$ cat src/calrt_pkg.sv
// Shared types, constants and calendar helper functions for the calendar
// clock with report timer. No dependencies; used by every module in src.
`timescale 1ns / 1ps
`default_nettype none

package calrt_pkg;

    // Request kinds carried in tuser
    typedef enum logic {
        REQ_TICK = 1'b0,
        REQ_SET  = 1'b1
    } t_req;

    // Configuration register indexes (byte address / 4)
    typedef enum logic {
        REG_MS_PER_SECOND   = 1'b0,
        REG_REPORT_INTERVAL = 1'b1
    } t_reg_idx;

    localparam int unsigned ADDR_W  = 3;
    localparam int unsigned IN_TW   = 80;
    localparam int unsigned OUT_TW  = 112;

    // Register reset values
    localparam logic [15:0] MS_PER_SECOND_RST   = 16'd1000;
    localparam logic [15:0] REPORT_INTERVAL_RST = 16'd0;

    // Calendar reset values: 2022-01-01 00:00:00, a Saturday
    localparam logic [11:0] YEAR_RST    = 12'd2022;
    localparam logic [3:0]  MONTH_RST   = 4'd1;
    localparam logic [4:0]  DAY_RST     = 5'd1;
    localparam logic [2:0]  WEEKDAY_RST = 3'd6;
    localparam logic [31:0] STAMP_RST   = 32'd1640995200;

    // Roll-over limits
    localparam logic [11:0] YEAR_TOP    = 12'd2399;
    localparam logic [6:0]  SECOND_TOP  = 7'd59;
    localparam logic [6:0]  MINUTE_TOP  = 7'd59;
    localparam logic [5:0]  HOUR_TOP    = 6'd23;
    localparam logic [2:0]  WEEKDAY_TOP = 3'd6;
    localparam logic [3:0]  MONTH_DEC   = 4'd12;
    localparam logic [6:0]  SYNC_MARK   = 7'd30;

    // Month lengths in a common year, January first
    localparam logic [4:0] MONTH_DAYS [12] = '{
        5'd31, 5'd28, 5'd31, 5'd30, 5'd31, 5'd30,
        5'd31, 5'd31, 5'd30, 5'd31, 5'd30, 5'd31
    };

    // Reciprocal of 100 scaled by 2^19; exact quotient for 12-bit years
    localparam logic [12:0] RECIP_100  = 13'd5243;
    localparam int unsigned RECIP_SHIFT = 19;

    typedef struct packed {
        logic [15:0] ms_per_second;
        logic [15:0] report_interval;
    } t_cfg;

    // Input beat fields, last field in the lowest bits
    typedef struct packed {
        logic [31:0] timestamp;
        logic [2:0]  weekday;
        logic [5:0]  second;
        logic [5:0]  minute;
        logic [4:0]  hour;
        logic [4:0]  day;
        logic [3:0]  month;
        logic [11:0] year;
    } t_set_beat;

    // Result beat fields, last field in the lowest bits
    typedef struct packed {
        logic        report_due;
        logic        sync_request;
        logic        second_tick;
        logic [31:0] hours_run;
        logic [31:0] epoch_seconds;
        logic [2:0]  weekday;
        logic [11:0] year;
        logic [3:0]  month;
        logic [4:0]  day;
        logic [4:0]  hour;
        logic [5:0]  minute;
        logic [5:0]  second;
    } t_result;

    // Gregorian leap test: quotient by 100 through the reciprocal
    function automatic logic is_leap(input logic [11:0] year);
        logic [24:0] prod;
        logic [5:0]  quot;
        logic [11:0] hundreds;
        logic [11:0] rem;
        prod     = {13'd0, year} * {12'd0, RECIP_100};
        quot     = prod[RECIP_SHIFT +: 6];
        hundreds = {6'd0, quot} * 12'd100;
        rem      = year - hundreds;
        return (year[1:0] == 2'd0) && ((rem != 12'd0) || (quot[1:0] == 2'd0));
    endfunction

    // Month length; a month code outside 1..12 counts as 31 days
    function automatic logic [4:0] month_len(input logic [3:0] month, input logic leap);
        logic [4:0] len;
        if (month == 4'd0 || month > MONTH_DEC) begin
            len = 5'd31;
        end else begin
            len = MONTH_DAYS[month - 4'd1];
            if (month == 4'd2 && leap) begin
                len = len + 5'd1;
            end
        end
        return len;
    endfunction

endpackage

`default_nettype wire

$ cat src/calrt_regs.sv
// APB configuration registers: ticks per second and report interval.
// Depends on calrt_pkg.
`timescale 1ns / 1ps
`default_nettype none

module calrt_regs (
    input  wire logic                        i_clk,
    input  wire logic                        i_rst_n,
    input  wire logic                        psel,
    input  wire logic                        penable,
    input  wire logic                        pwrite,
    input  wire logic [calrt_pkg::ADDR_W-1:0] paddr,
    input  wire logic [31:0]                 pwdata,
    output logic      [31:0]                 prdata,
    output logic                             pready,
    output calrt_pkg::t_cfg                  o_cfg
);

    calrt_pkg::t_cfg  r_cfg;
    calrt_pkg::t_reg_idx w_idx;
    logic             w_wr;

    assign pready = 1'b1;
    assign w_idx  = calrt_pkg::t_reg_idx'(paddr[2]);
    assign w_wr   = psel && penable && pwrite && pready;

    // Write on the access phase
    always_ff @(posedge i_clk) begin
        if (!i_rst_n) begin
            r_cfg.ms_per_second   <= calrt_pkg::MS_PER_SECOND_RST;
            r_cfg.report_interval <= calrt_pkg::REPORT_INTERVAL_RST;
        end else if (w_wr) begin
            unique case (w_idx)
                calrt_pkg::REG_MS_PER_SECOND:   r_cfg.ms_per_second   <= pwdata[15:0];
                calrt_pkg::REG_REPORT_INTERVAL: r_cfg.report_interval <= pwdata[15:0];
                default: ;
            endcase
        end
    end

    // Read back the addressed register
    always_comb begin
        unique case (w_idx)
            calrt_pkg::REG_MS_PER_SECOND:   prdata = {16'd0, r_cfg.ms_per_second};
            calrt_pkg::REG_REPORT_INTERVAL: prdata = {16'd0, r_cfg.report_interval};
            default:                        prdata = 32'd0;
        endcase
    end

    assign o_cfg = r_cfg;

endmodule

`default_nettype wire

$ cat src/calrt_core.sv
// Calendar state and its single-pass next-state logic: prescaler, cascaded
// second/minute/hour/day/month/year counters, report and run-hour counters.
// Depends on calrt_pkg.
`timescale 1ns / 1ps
`default_nettype none

module calrt_core (
    input  wire logic                 i_clk,
    input  wire logic                 i_rst_n,
    input  wire logic                 i_go,
    input  wire logic                 i_is_set,
    input  wire calrt_pkg::t_set_beat i_set,
    input  wire calrt_pkg::t_cfg      i_cfg,
    output calrt_pkg::t_result        o_result
);

    logic [15:0] r_ms_count, n_ms_count;
    logic [5:0]  r_second,   n_second;
    logic [5:0]  r_minute,   n_minute;
    logic [4:0]  r_hour,     n_hour;
    logic [4:0]  r_day,      n_day;
    logic [3:0]  r_month,    n_month;
    logic [11:0] r_year,     n_year;
    logic [2:0]  r_weekday,  n_weekday;
    logic [31:0] r_stamp,    n_stamp;
    logic [15:0] r_msr,      n_msr;
    logic [31:0] r_hours,    n_hours;
    logic        r_leap,     n_leap;

    logic        w_tick, w_sync, w_report;
    logic [16:0] w_ms_next;
    logic [6:0]  w_sec_inc, w_min_inc;
    logic [5:0]  w_hour_inc, w_day_inc;
    logic [15:0] w_msr_inc;
    logic [4:0]  w_mlen;

    assign w_ms_next  = {1'b0, r_ms_count} + 17'd1;
    assign w_sec_inc  = {1'b0, r_second} + 7'd1;
    assign w_min_inc  = {1'b0, r_minute} + 7'd1;
    assign w_hour_inc = {1'b0, r_hour} + 6'd1;
    assign w_day_inc  = {1'b0, r_day} + 6'd1;
    assign w_msr_inc  = r_msr + 16'd1;
    assign w_mlen     = calrt_pkg::month_len(r_month, r_leap);

    // Next calendar state for the item in flight
    always_comb begin
        n_ms_count = r_ms_count;
        n_second   = r_second;
        n_minute   = r_minute;
        n_hour     = r_hour;
        n_day      = r_day;
        n_month    = r_month;
        n_year     = r_year;
        n_weekday  = r_weekday;
        n_stamp    = r_stamp;
        n_msr      = r_msr;
        n_hours    = r_hours;
        w_tick     = 1'b0;
        w_sync     = 1'b0;
        w_report   = 1'b0;
        if (i_go) begin
            if (i_is_set) begin
                n_year    = i_set.year;
                n_month   = i_set.month;
                n_day     = i_set.day;
                n_hour    = i_set.hour;
                n_minute  = i_set.minute;
                n_second  = i_set.second;
                n_weekday = i_set.weekday;
                n_stamp   = i_set.timestamp;
            end else if (w_ms_next >= {1'b0, i_cfg.ms_per_second}) begin
                n_ms_count = 16'd0;
                w_tick     = 1'b1;
                n_stamp    = r_stamp + 32'd1;
                w_sync     = ({1'b0, r_minute} == calrt_pkg::SYNC_MARK) &&
                             (w_sec_inc == calrt_pkg::SYNC_MARK);
                if (w_sec_inc > calrt_pkg::SECOND_TOP) begin
                    // Minute carry
                    n_second = 6'd0;
                    if (i_cfg.report_interval != 16'd0 &&
                        w_msr_inc >= i_cfg.report_interval) begin
                        n_msr    = 16'd0;
                        w_report = 1'b1;
                    end else begin
                        n_msr = w_msr_inc;
                    end
                    if (w_min_inc > calrt_pkg::MINUTE_TOP) begin
                        // Hour carry
                        n_minute = 6'd0;
                        n_hours  = r_hours + 32'd1;
                        if (w_hour_inc > calrt_pkg::HOUR_TOP) begin
                            // Day carry
                            n_hour    = 5'd0;
                            n_weekday = (r_weekday >= calrt_pkg::WEEKDAY_TOP) ?
                                        3'd0 : r_weekday + 3'd1;
                            if (w_day_inc > {1'b0, w_mlen}) begin
                                n_day = 5'd1;
                                if (r_month >= calrt_pkg::MONTH_DEC) begin
                                    n_month = 4'd1;
                                    if (r_year < calrt_pkg::YEAR_TOP) begin
                                        n_year = r_year + 12'd1;
                                    end
                                end else if (r_month == 4'd0) begin
                                    n_month = 4'd1;
                                end else begin
                                    n_month = r_month + 4'd1;
                                end
                            end else begin
                                n_day = w_day_inc[4:0];
                            end
                        end else begin
                            n_hour = w_hour_inc[4:0];
                        end
                    end else begin
                        n_minute = w_min_inc[5:0];
                    end
                end else begin
                    n_second = w_sec_inc[5:0];
                end
            end else begin
                n_ms_count = w_ms_next[15:0];
            end
        end
    end

    // Keep the leap flag in step with the year register
    assign n_leap = calrt_pkg::is_leap(n_year);

    // Hold the calendar state
    always_ff @(posedge i_clk) begin
        if (!i_rst_n) begin
            r_ms_count <= 16'd0;
            r_second   <= 6'd0;
            r_minute   <= 6'd0;
            r_hour     <= 5'd0;
            r_day      <= calrt_pkg::DAY_RST;
            r_month    <= calrt_pkg::MONTH_RST;
            r_year     <= calrt_pkg::YEAR_RST;
            r_weekday  <= calrt_pkg::WEEKDAY_RST;
            r_stamp    <= calrt_pkg::STAMP_RST;
            r_msr      <= 16'd0;
            r_hours    <= 32'd0;
            r_leap     <= 1'b0;
        end else begin
            r_ms_count <= n_ms_count;
            r_second   <= n_second;
            r_minute   <= n_minute;
            r_hour     <= n_hour;
            r_day      <= n_day;
            r_month    <= n_month;
            r_year     <= n_year;
            r_weekday  <= n_weekday;
            r_stamp    <= n_stamp;
            r_msr      <= n_msr;
            r_hours    <= n_hours;
            r_leap     <= n_leap;
        end
    end

    // Result of the item in flight
    always_comb begin
        o_result.second        = n_second;
        o_result.minute        = n_minute;
        o_result.hour          = n_hour;
        o_result.day           = n_day;
        o_result.month         = n_month;
        o_result.year          = n_year;
        o_result.weekday       = n_weekday;
        o_result.epoch_seconds = n_stamp;
        o_result.hours_run     = n_hours;
        o_result.second_tick   = w_tick;
        o_result.sync_request  = w_sync;
        o_result.report_due    = w_report;
    end

    // A completed second always clears the prescaler
    a_tick_clears_ms: assert property (@(posedge i_clk) disable iff (!i_rst_n)
        w_tick |=> (r_ms_count == 16'd0))
        else $error("prescaler not cleared after a second");

    // A set item never advances the run-hour counter
    a_set_keeps_hours: assert property (@(posedge i_clk) disable iff (!i_rst_n)
        (i_go && i_is_set) |=> (r_hours == $past(r_hours)))
        else $error("run hours changed on a set item");

    // Leap flag follows the year register
    a_leap_tracks_year: assert property (@(posedge i_clk) disable iff (!i_rst_n)
        r_leap == calrt_pkg::is_leap(r_year))
        else $error("leap flag out of step with year");

endmodule

`default_nettype wire

$ cat src/calendar_clock_with_report_timer_top.sv
// Path: an accepted input beat goes through the input register, then the
// calendar update into the result register. Throughput: one beat per cycle
// unless m_axis_tready stalls, set by the single-pass calendar update.
// Reset: i_rst_n is synchronous, active low; it empties both stages and
// restores the calendar to 2022-01-01 00:00:00 Saturday and the registers.
`timescale 1ns / 1ps
`default_nettype none

module calendar_clock_with_report_timer_top (
    input  wire logic                          i_clk,
    input  wire logic                          i_rst_n,
    // Input stream
    input  wire logic                          s_axis_tvalid,
    output logic                               s_axis_tready,
    // tdata: set_year[11:0], set_month[15:12], set_day[20:16], set_hour[25:21],
    // set_minute[31:26], set_second[37:32], set_weekday[40:38],
    // set_timestamp[72:41], zero fill[79:73]
    input  wire logic [calrt_pkg::IN_TW-1:0]   s_axis_tdata,
    // tuser: req_type[0]
    input  wire logic [0:0]                    s_axis_tuser,
    // Result stream
    output logic                               m_axis_tvalid,
    input  wire logic                          m_axis_tready,
    // tdata: second_now[5:0], minute_now[11:6], hour_now[16:12], day_now[21:17],
    // month_now[25:22], year_now[37:26], weekday_now[40:38],
    // epoch_seconds[72:41], hours_run[104:73], second_tick[105],
    // sync_request[106], report_due[107], zero fill[111:108]
    output logic      [calrt_pkg::OUT_TW-1:0]  m_axis_tdata,
    // Configuration port
    input  wire logic                          psel,
    input  wire logic                          penable,
    input  wire logic                          pwrite,
    input  wire logic [calrt_pkg::ADDR_W-1:0]  paddr,
    input  wire logic [31:0]                   pwdata,
    output logic      [31:0]                   prdata,
    output logic                               pready
);

    calrt_pkg::t_cfg      w_cfg;
    calrt_pkg::t_set_beat r_in_beat;
    calrt_pkg::t_req      r_in_req;
    logic                 r_in_valid;
    calrt_pkg::t_result   w_result;
    calrt_pkg::t_result   r_out;
    logic                 r_out_valid;
    logic                 w_go;
    logic                 w_in_take;

    calrt_regs u_regs (
        .i_clk   (i_clk),
        .i_rst_n (i_rst_n),
        .psel    (psel),
        .penable (penable),
        .pwrite  (pwrite),
        .paddr   (paddr),
        .pwdata  (pwdata),
        .prdata  (prdata),
        .pready  (pready),
        .o_cfg   (w_cfg)
    );

    // Advance the held beat when the result register is free or drains
    assign w_go          = r_in_valid && (!r_out_valid || m_axis_tready);
    assign s_axis_tready = !r_in_valid || w_go;
    assign w_in_take     = s_axis_tvalid && s_axis_tready;

    // Input register
    always_ff @(posedge i_clk) begin
        if (!i_rst_n) begin
            r_in_valid <= 1'b0;
        end else if (w_in_take) begin
            r_in_valid <= 1'b1;
        end else if (w_go) begin
            r_in_valid <= 1'b0;
        end
    end

    always_ff @(posedge i_clk) begin
        if (w_in_take) begin
            r_in_beat <= s_axis_tdata[$bits(calrt_pkg::t_set_beat)-1:0];
            r_in_req  <= calrt_pkg::t_req'(s_axis_tuser[0]);
        end
    end

    calrt_core u_core (
        .i_clk    (i_clk),
        .i_rst_n  (i_rst_n),
        .i_go     (w_go),
        .i_is_set (r_in_req == calrt_pkg::REQ_SET),
        .i_set    (r_in_beat),
        .i_cfg    (w_cfg),
        .o_result (w_result)
    );

    // Result register
    always_ff @(posedge i_clk) begin
        if (!i_rst_n) begin
            r_out_valid <= 1'b0;
        end else if (w_go) begin
            r_out_valid <= 1'b1;
        end else if (m_axis_tready) begin
            r_out_valid <= 1'b0;
        end
    end

    always_ff @(posedge i_clk) begin
        if (w_go) begin
            r_out <= w_result;
        end
    end

    assign m_axis_tvalid = r_out_valid;
    assign m_axis_tdata  = {{(calrt_pkg::OUT_TW - $bits(calrt_pkg::t_result)){1'b0}}, r_out};

    // Flags only come with a completed second
    a_report_needs_tick: assert property (@(posedge i_clk) disable iff (!i_rst_n)
        (r_out_valid && r_out.report_due) |-> r_out.second_tick)
        else $error("report flag without a second tick");

    // Sync beat shows minute 30, second 30
    a_sync_time: assert property (@(posedge i_clk) disable iff (!i_rst_n)
        (r_out_valid && r_out.sync_request) |->
        (r_out.second_tick && r_out.second == 6'd30 && r_out.minute == 6'd30))
        else $error("sync flag on the wrong time");

    // A beat in the input register moves on whenever the result side frees
    a_pipe_moves: assert property (@(posedge i_clk) disable iff (!i_rst_n)
        (r_in_valid && !r_out_valid) |=> r_out_valid)
        else $error("held beat did not advance");

endmodule

`default_nettype wire
$ cat config.mk
export PLATFORM = sky130hd
export DESIGN_NAME = calendar_clock_with_report_timer_top
export DESIGN_NICKNAME = d
export VERILOG_FILES = /design/src/calrt_pkg.sv /design/src/calrt_regs.sv /design/src/calrt_core.sv /design/src/calendar_clock_with_report_timer_top.sv
export SDC_FILE = /design/constraint.sdc
export NUM_CORES = 1
export LEC_CHECK = 0
export BUFFER_PORTS_ARGS = -buffer_cell sky130_fd_sc_hd__buf_2
export CAP_MARGIN = 40
export CELL_PAD_IN_SITES_DETAIL_PLACEMENT = 0
export CELL_PAD_IN_SITES_GLOBAL_PLACEMENT = 1
export CORE_UTILIZATION = 47
export CTS_BUF_LIST = sky130_fd_sc_hd__clkbuf_4 sky130_fd_sc_hd__clkbuf_8
export DETAILED_ROUTE_END_ITERATION = 7
export PLACE_DENSITY_LB_ADDON = 0.2
export SYNTH_ARGS = -nofsm -noshare
export SYNTH_HDL_FRONTEND = slang
export SYNTH_SLANG_ARGS = --single-unit
$ cat constraint.sdc
create_clock -name i_clk -period 14.4 [get_ports i_clk]
set_clock_uncertainty 0.05 [all_clocks]
set_input_delay 3.6 -clock i_clk [delete_from_list [all_inputs] [get_ports i_clk]]
set_output_delay 3.6 -clock i_clk [all_outputs]
set_load 0.02 [all_outputs]
==> out/results.md <==
• complete, no violations — outcome
• 42100 µm² — Core Area
• 0 — final hold vios
• 182 — EDFF count, synth
• 0.442 — sequential share of the synthesized area
• 0 ns — Sum Neg Setup Slack
• 0 — Final ANT Viol Nets
• 0 — count of maximum capacitance violations
• yes — clock tree from TritonCTS
• 354 — # clock sinks
• 3842 — Fill cells
• sky130_fd_sc_hd__buf_2 — most common cell after layout, fill and taps aside
• 0.74 ns — delay contributed by the slowest stage of the critical path
• 0.925 — Final period util
• 2010 — cells after synthesis
• 0.180 — fraction of final layout cells with drive strength greater than 1
• sky130_fd_sc_hd__ha_1 — Most common cell on crit path
• 10 — maximum fanout encountered on the critical timing path
• 0 — final number of max-transition violations
• 0.404 ns — tightest hold margin
• 5 — DRT Pass-1 Iters
• 14.88 ns — required time of the critical path
• 21800 µm² — area post-placement
• register to register — Setup CP Type
• 3 — Buf/Inv on CP
• register — Worst Setup End Kind
• sky130_fd_sc_hd__edfxtp_1 27%, sky130_fd_sc_hd__dfxtp_1 17%, sky130_fd_sc_hd__ha_1 10% — largest cells by area after synthesis
• 0.479 — initial core utilization
• 223 — port buffer count
• 4720 µW — total power draw
• 13.80 ns — arrival time of the worst setup path
• 0.68 ns — Clock Latency Late Sink
• 0 — # setup viols final
• register — Critical Path Start Type
• 15300 — via count of the first global-routing pass
• 0 — Resized cells post-CTS
• 0 — Antenna Cells
• false — unrepaired setup endpoints after global routing
• 59 — TritonCTS buffer count
• 20200 µm² — summed instance area of the synthesized netlist
• 270 — boundary pin count
• 96 — Netlist cell types
• 0 — remaining global-route overflow
• 222 x sky130_fd_sc_hd__buf_2, 192 x sky130_fd_sc_hd__nand2_1, 182 x sky130_fd_sc_hd__edfxtp_1 — leading cell types in the layout, fill and taps excluded
• 75.1 MHz — maximum clock frequency
• 0 — number of buffers inserted for hold repair after clock tree synthesis
• 52100 µm — total wire length
• 209 µm — y dimension of the die
• 0 — post-CTS setup buffer count
• 5.58 — Via-to-Cell Ratio
• 354 — synthesis-stage register bit count
• 82600 µm — global-route wire length before repair
• 2 — H-tree level count
• register to register — class of the tightest hold or removal check
• sky130_fd_sc_hd__o2bb2ai_1 — crit path max-delay cell type
• 0 — drc violations
• 0 — antenna violations before repair
• 79 — largest net degree at the start of global routing
• 23100 µm² — final design instance area without fill
• 0.07 ns — clock slew at reported path FFs
• compound AO/OA/AOI/OAI gates — Largest delay share family, worst path
• 0 — YS warnings
• 0.00967 µW — Leak
• 0.238 — GR Util All Layers
• 2564 — final net count
• 0 — proportion of synthesized flip-flops having asynchronous set or reset
• 0.866 — placer's final routability congestion estimate
• sky130_fd_sc_hd__clkbuf_8 — master cell of the clock root buffer
• 995 — violation count after the first detailed-route iteration
• sky130_fd_sc_hd__edfxtp_1 — largest area contributor in the netlist
• 204 nW/µm² — power per cell area
• 3 — buffer depth of the longest clock path
• sky130_fd_sc_hd__edfxtp_1 — prevailing post-synth register cell
• 15800 — via count
• 10.0 µm² — Avg Cell Area, Syn
• 0.000364 V — largest vdd supply drop
• 209 µm — die width
• 18.4 µm — final routed wire length divided by cell count
• 14.6% — Area Overhead vs Synth
• 0.903 ns — transition time of the tightest slew-check pin
• 43800 µm² — Die Area
• 0.398 — relative max-transition margin
• 36700 µm — sum of net half-perimeters after detailed placement
• 13.32 ns — minimum clock period after layout
• 75 — row cnt
• 0.271 — top-area cell type share of the netlist area
worst reg2reg max path, delay by kind of cell (launching register included):
family                     cells  cell delay [ns]
AOI/OAI and AO/OA             22             5.55
muxes                          1             0.36
adders and majority gates     14             4.92
and+or+nand+nor                4             0.98
xor gates and xnor gates       3             0.48
buffers and inverters          3             0.48
DFF                            1             0.35
per-layer routing:
layer / global-route usage / vias to the layer above / part of all wire
li1: - / 7683 / -
met4: 0.0811 / 0 / 0.026
met5: 0 / - / 0
met1: 0.320 / 7599 / 0.45
met3: 0.0293 / 77 / 0.047
met2: 0.396 / 402 / 0.48
cell usage after synthesis, types with 5 or more instances:
master                     number
sky130_fd_sc_hd__a211o_1        6
sky130_fd_sc_hd__a211oi_1      14
sky130_fd_sc_hd__a21o_1        26
sky130_fd_sc_hd__a21oi_1      103
sky130_fd_sc_hd__a221o_1        9
sky130_fd_sc_hd__a22o_1        10
sky130_fd_sc_hd__a22oi_1       33
sky130_fd_sc_hd__a31o_2        13
sky130_fd_sc_hd__a31oi_1       21
sky130_fd_sc_hd__a41oi_1       11
sky130_fd_sc_hd__and2_1        81
sky130_fd_sc_hd__and3_1        43
sky130_fd_sc_hd__and4_1        10
sky130_fd_sc_hd__buf_1         10
sky130_fd_sc_hd__buf_4         23
sky130_fd_sc_hd__clkbuf_1      68
sky130_fd_sc_hd__dfxtp_1      172
sky130_fd_sc_hd__edfxtp_1     182
sky130_fd_sc_hd__fa_1          39
sky130_fd_sc_hd__ha_1         169
sky130_fd_sc_hd__inv_1        131
sky130_fd_sc_hd__mux2_2         7
sky130_fd_sc_hd__nand2_1      192
sky130_fd_sc_hd__nand2b_1      24
sky130_fd_sc_hd__nand3_1       58
sky130_fd_sc_hd__nand3b_1      12
sky130_fd_sc_hd__nand4_1       15
sky130_fd_sc_hd__nand4b_1       8
sky130_fd_sc_hd__nor2_1       120
sky130_fd_sc_hd__nor2b_1        7
sky130_fd_sc_hd__nor3_1        30
sky130_fd_sc_hd__nor4_1        12
sky130_fd_sc_hd__o211ai_1      15
sky130_fd_sc_hd__o21a_1         8
sky130_fd_sc_hd__o21ai_0       96
sky130_fd_sc_hd__o22ai_1       28
sky130_fd_sc_hd__or2_2          5
sky130_fd_sc_hd__or4_1          5
sky130_fd_sc_hd__xnor2_1       53
sky130_fd_sc_hd__xor2_1        38
cells by family (layout without fill, tap and decap cells):
family                     Yosys count  in the layout  synth area share
and+or+nand+nor                    647            647             0.164
AOI/OAI and AO/OA                  457            457             0.155
DFF                                354            354             0.442
buffers and inverters              239            494            0.0493
adders and majority gates          209            209             0.144
xor gates and xnor gates            91             91            0.0395
muxes                               11             11           0.00589
other                                2             21          0.000372
cell type report:
class                           instances  area (µm²)  share of cell area
Multi-Input combinational cell       1436       10300               0.447
Timing Repair Buffer                  248        1340              0.0578
Tap cell                              539         674              0.0292
Clock buffer                           92        1140              0.0493
Clock inverter                         20         210             0.00909
Inverter                              134         508              0.0220
Sequential cell                       354        8910               0.385
state kept, by name, summed over array words and instances (netlist names), 3 cells and up:
register           cells
m_axis_tdata         108
r_in_beat             73
u_core.r_hours        32
u_core.r_stamp        32
u_regs.o_cfg          32
u_core.r_ms_count     16
u_core.r_msr          16
u_core.r_year         12
u_core.r_minute        6
u_core.r_second        6
u_core.r_day           5
u_core.r_hour          5
u_core.r_month         4
u_core.r_weekday       3
through the flow:
step | instances | utilization | setup WS (ns)
6_report | 2823 | 0.549 | 1.08
5_1_grt | 2823 | 0.549 | 0.291
4_1_cts | 2823 | 0.549 | 1.16
3_5_place_dp | 2711 | 0.517 | 0.794
3_3_place_gp | 2707 | 0.515 | 0.681
2_1_floorplan | 2029 | - | 1.85
where the power goes:
group / internal, µW / switching, µW / total, µW
logic: 1150 / 1440 / 2590
clock network: 564 / 438 / 1000
registers: 1100 / 25.9 / 1130
worst paths after layout:
kind,from,end,slack (ns),cells past startpoint
max,u_core.r_month[0],u_core.r_leap,1.08,47
min,u_regs.o_cfg[30],u_regs.o_cfg[30],0.40,2
min reg2reg,u_regs.o_cfg[30],u_regs.o_cfg[30],0.40,2
max reg2reg,u_core.r_month[0],u_core.r_leap,1.08,47
Power figures use the tool's default switching activity.
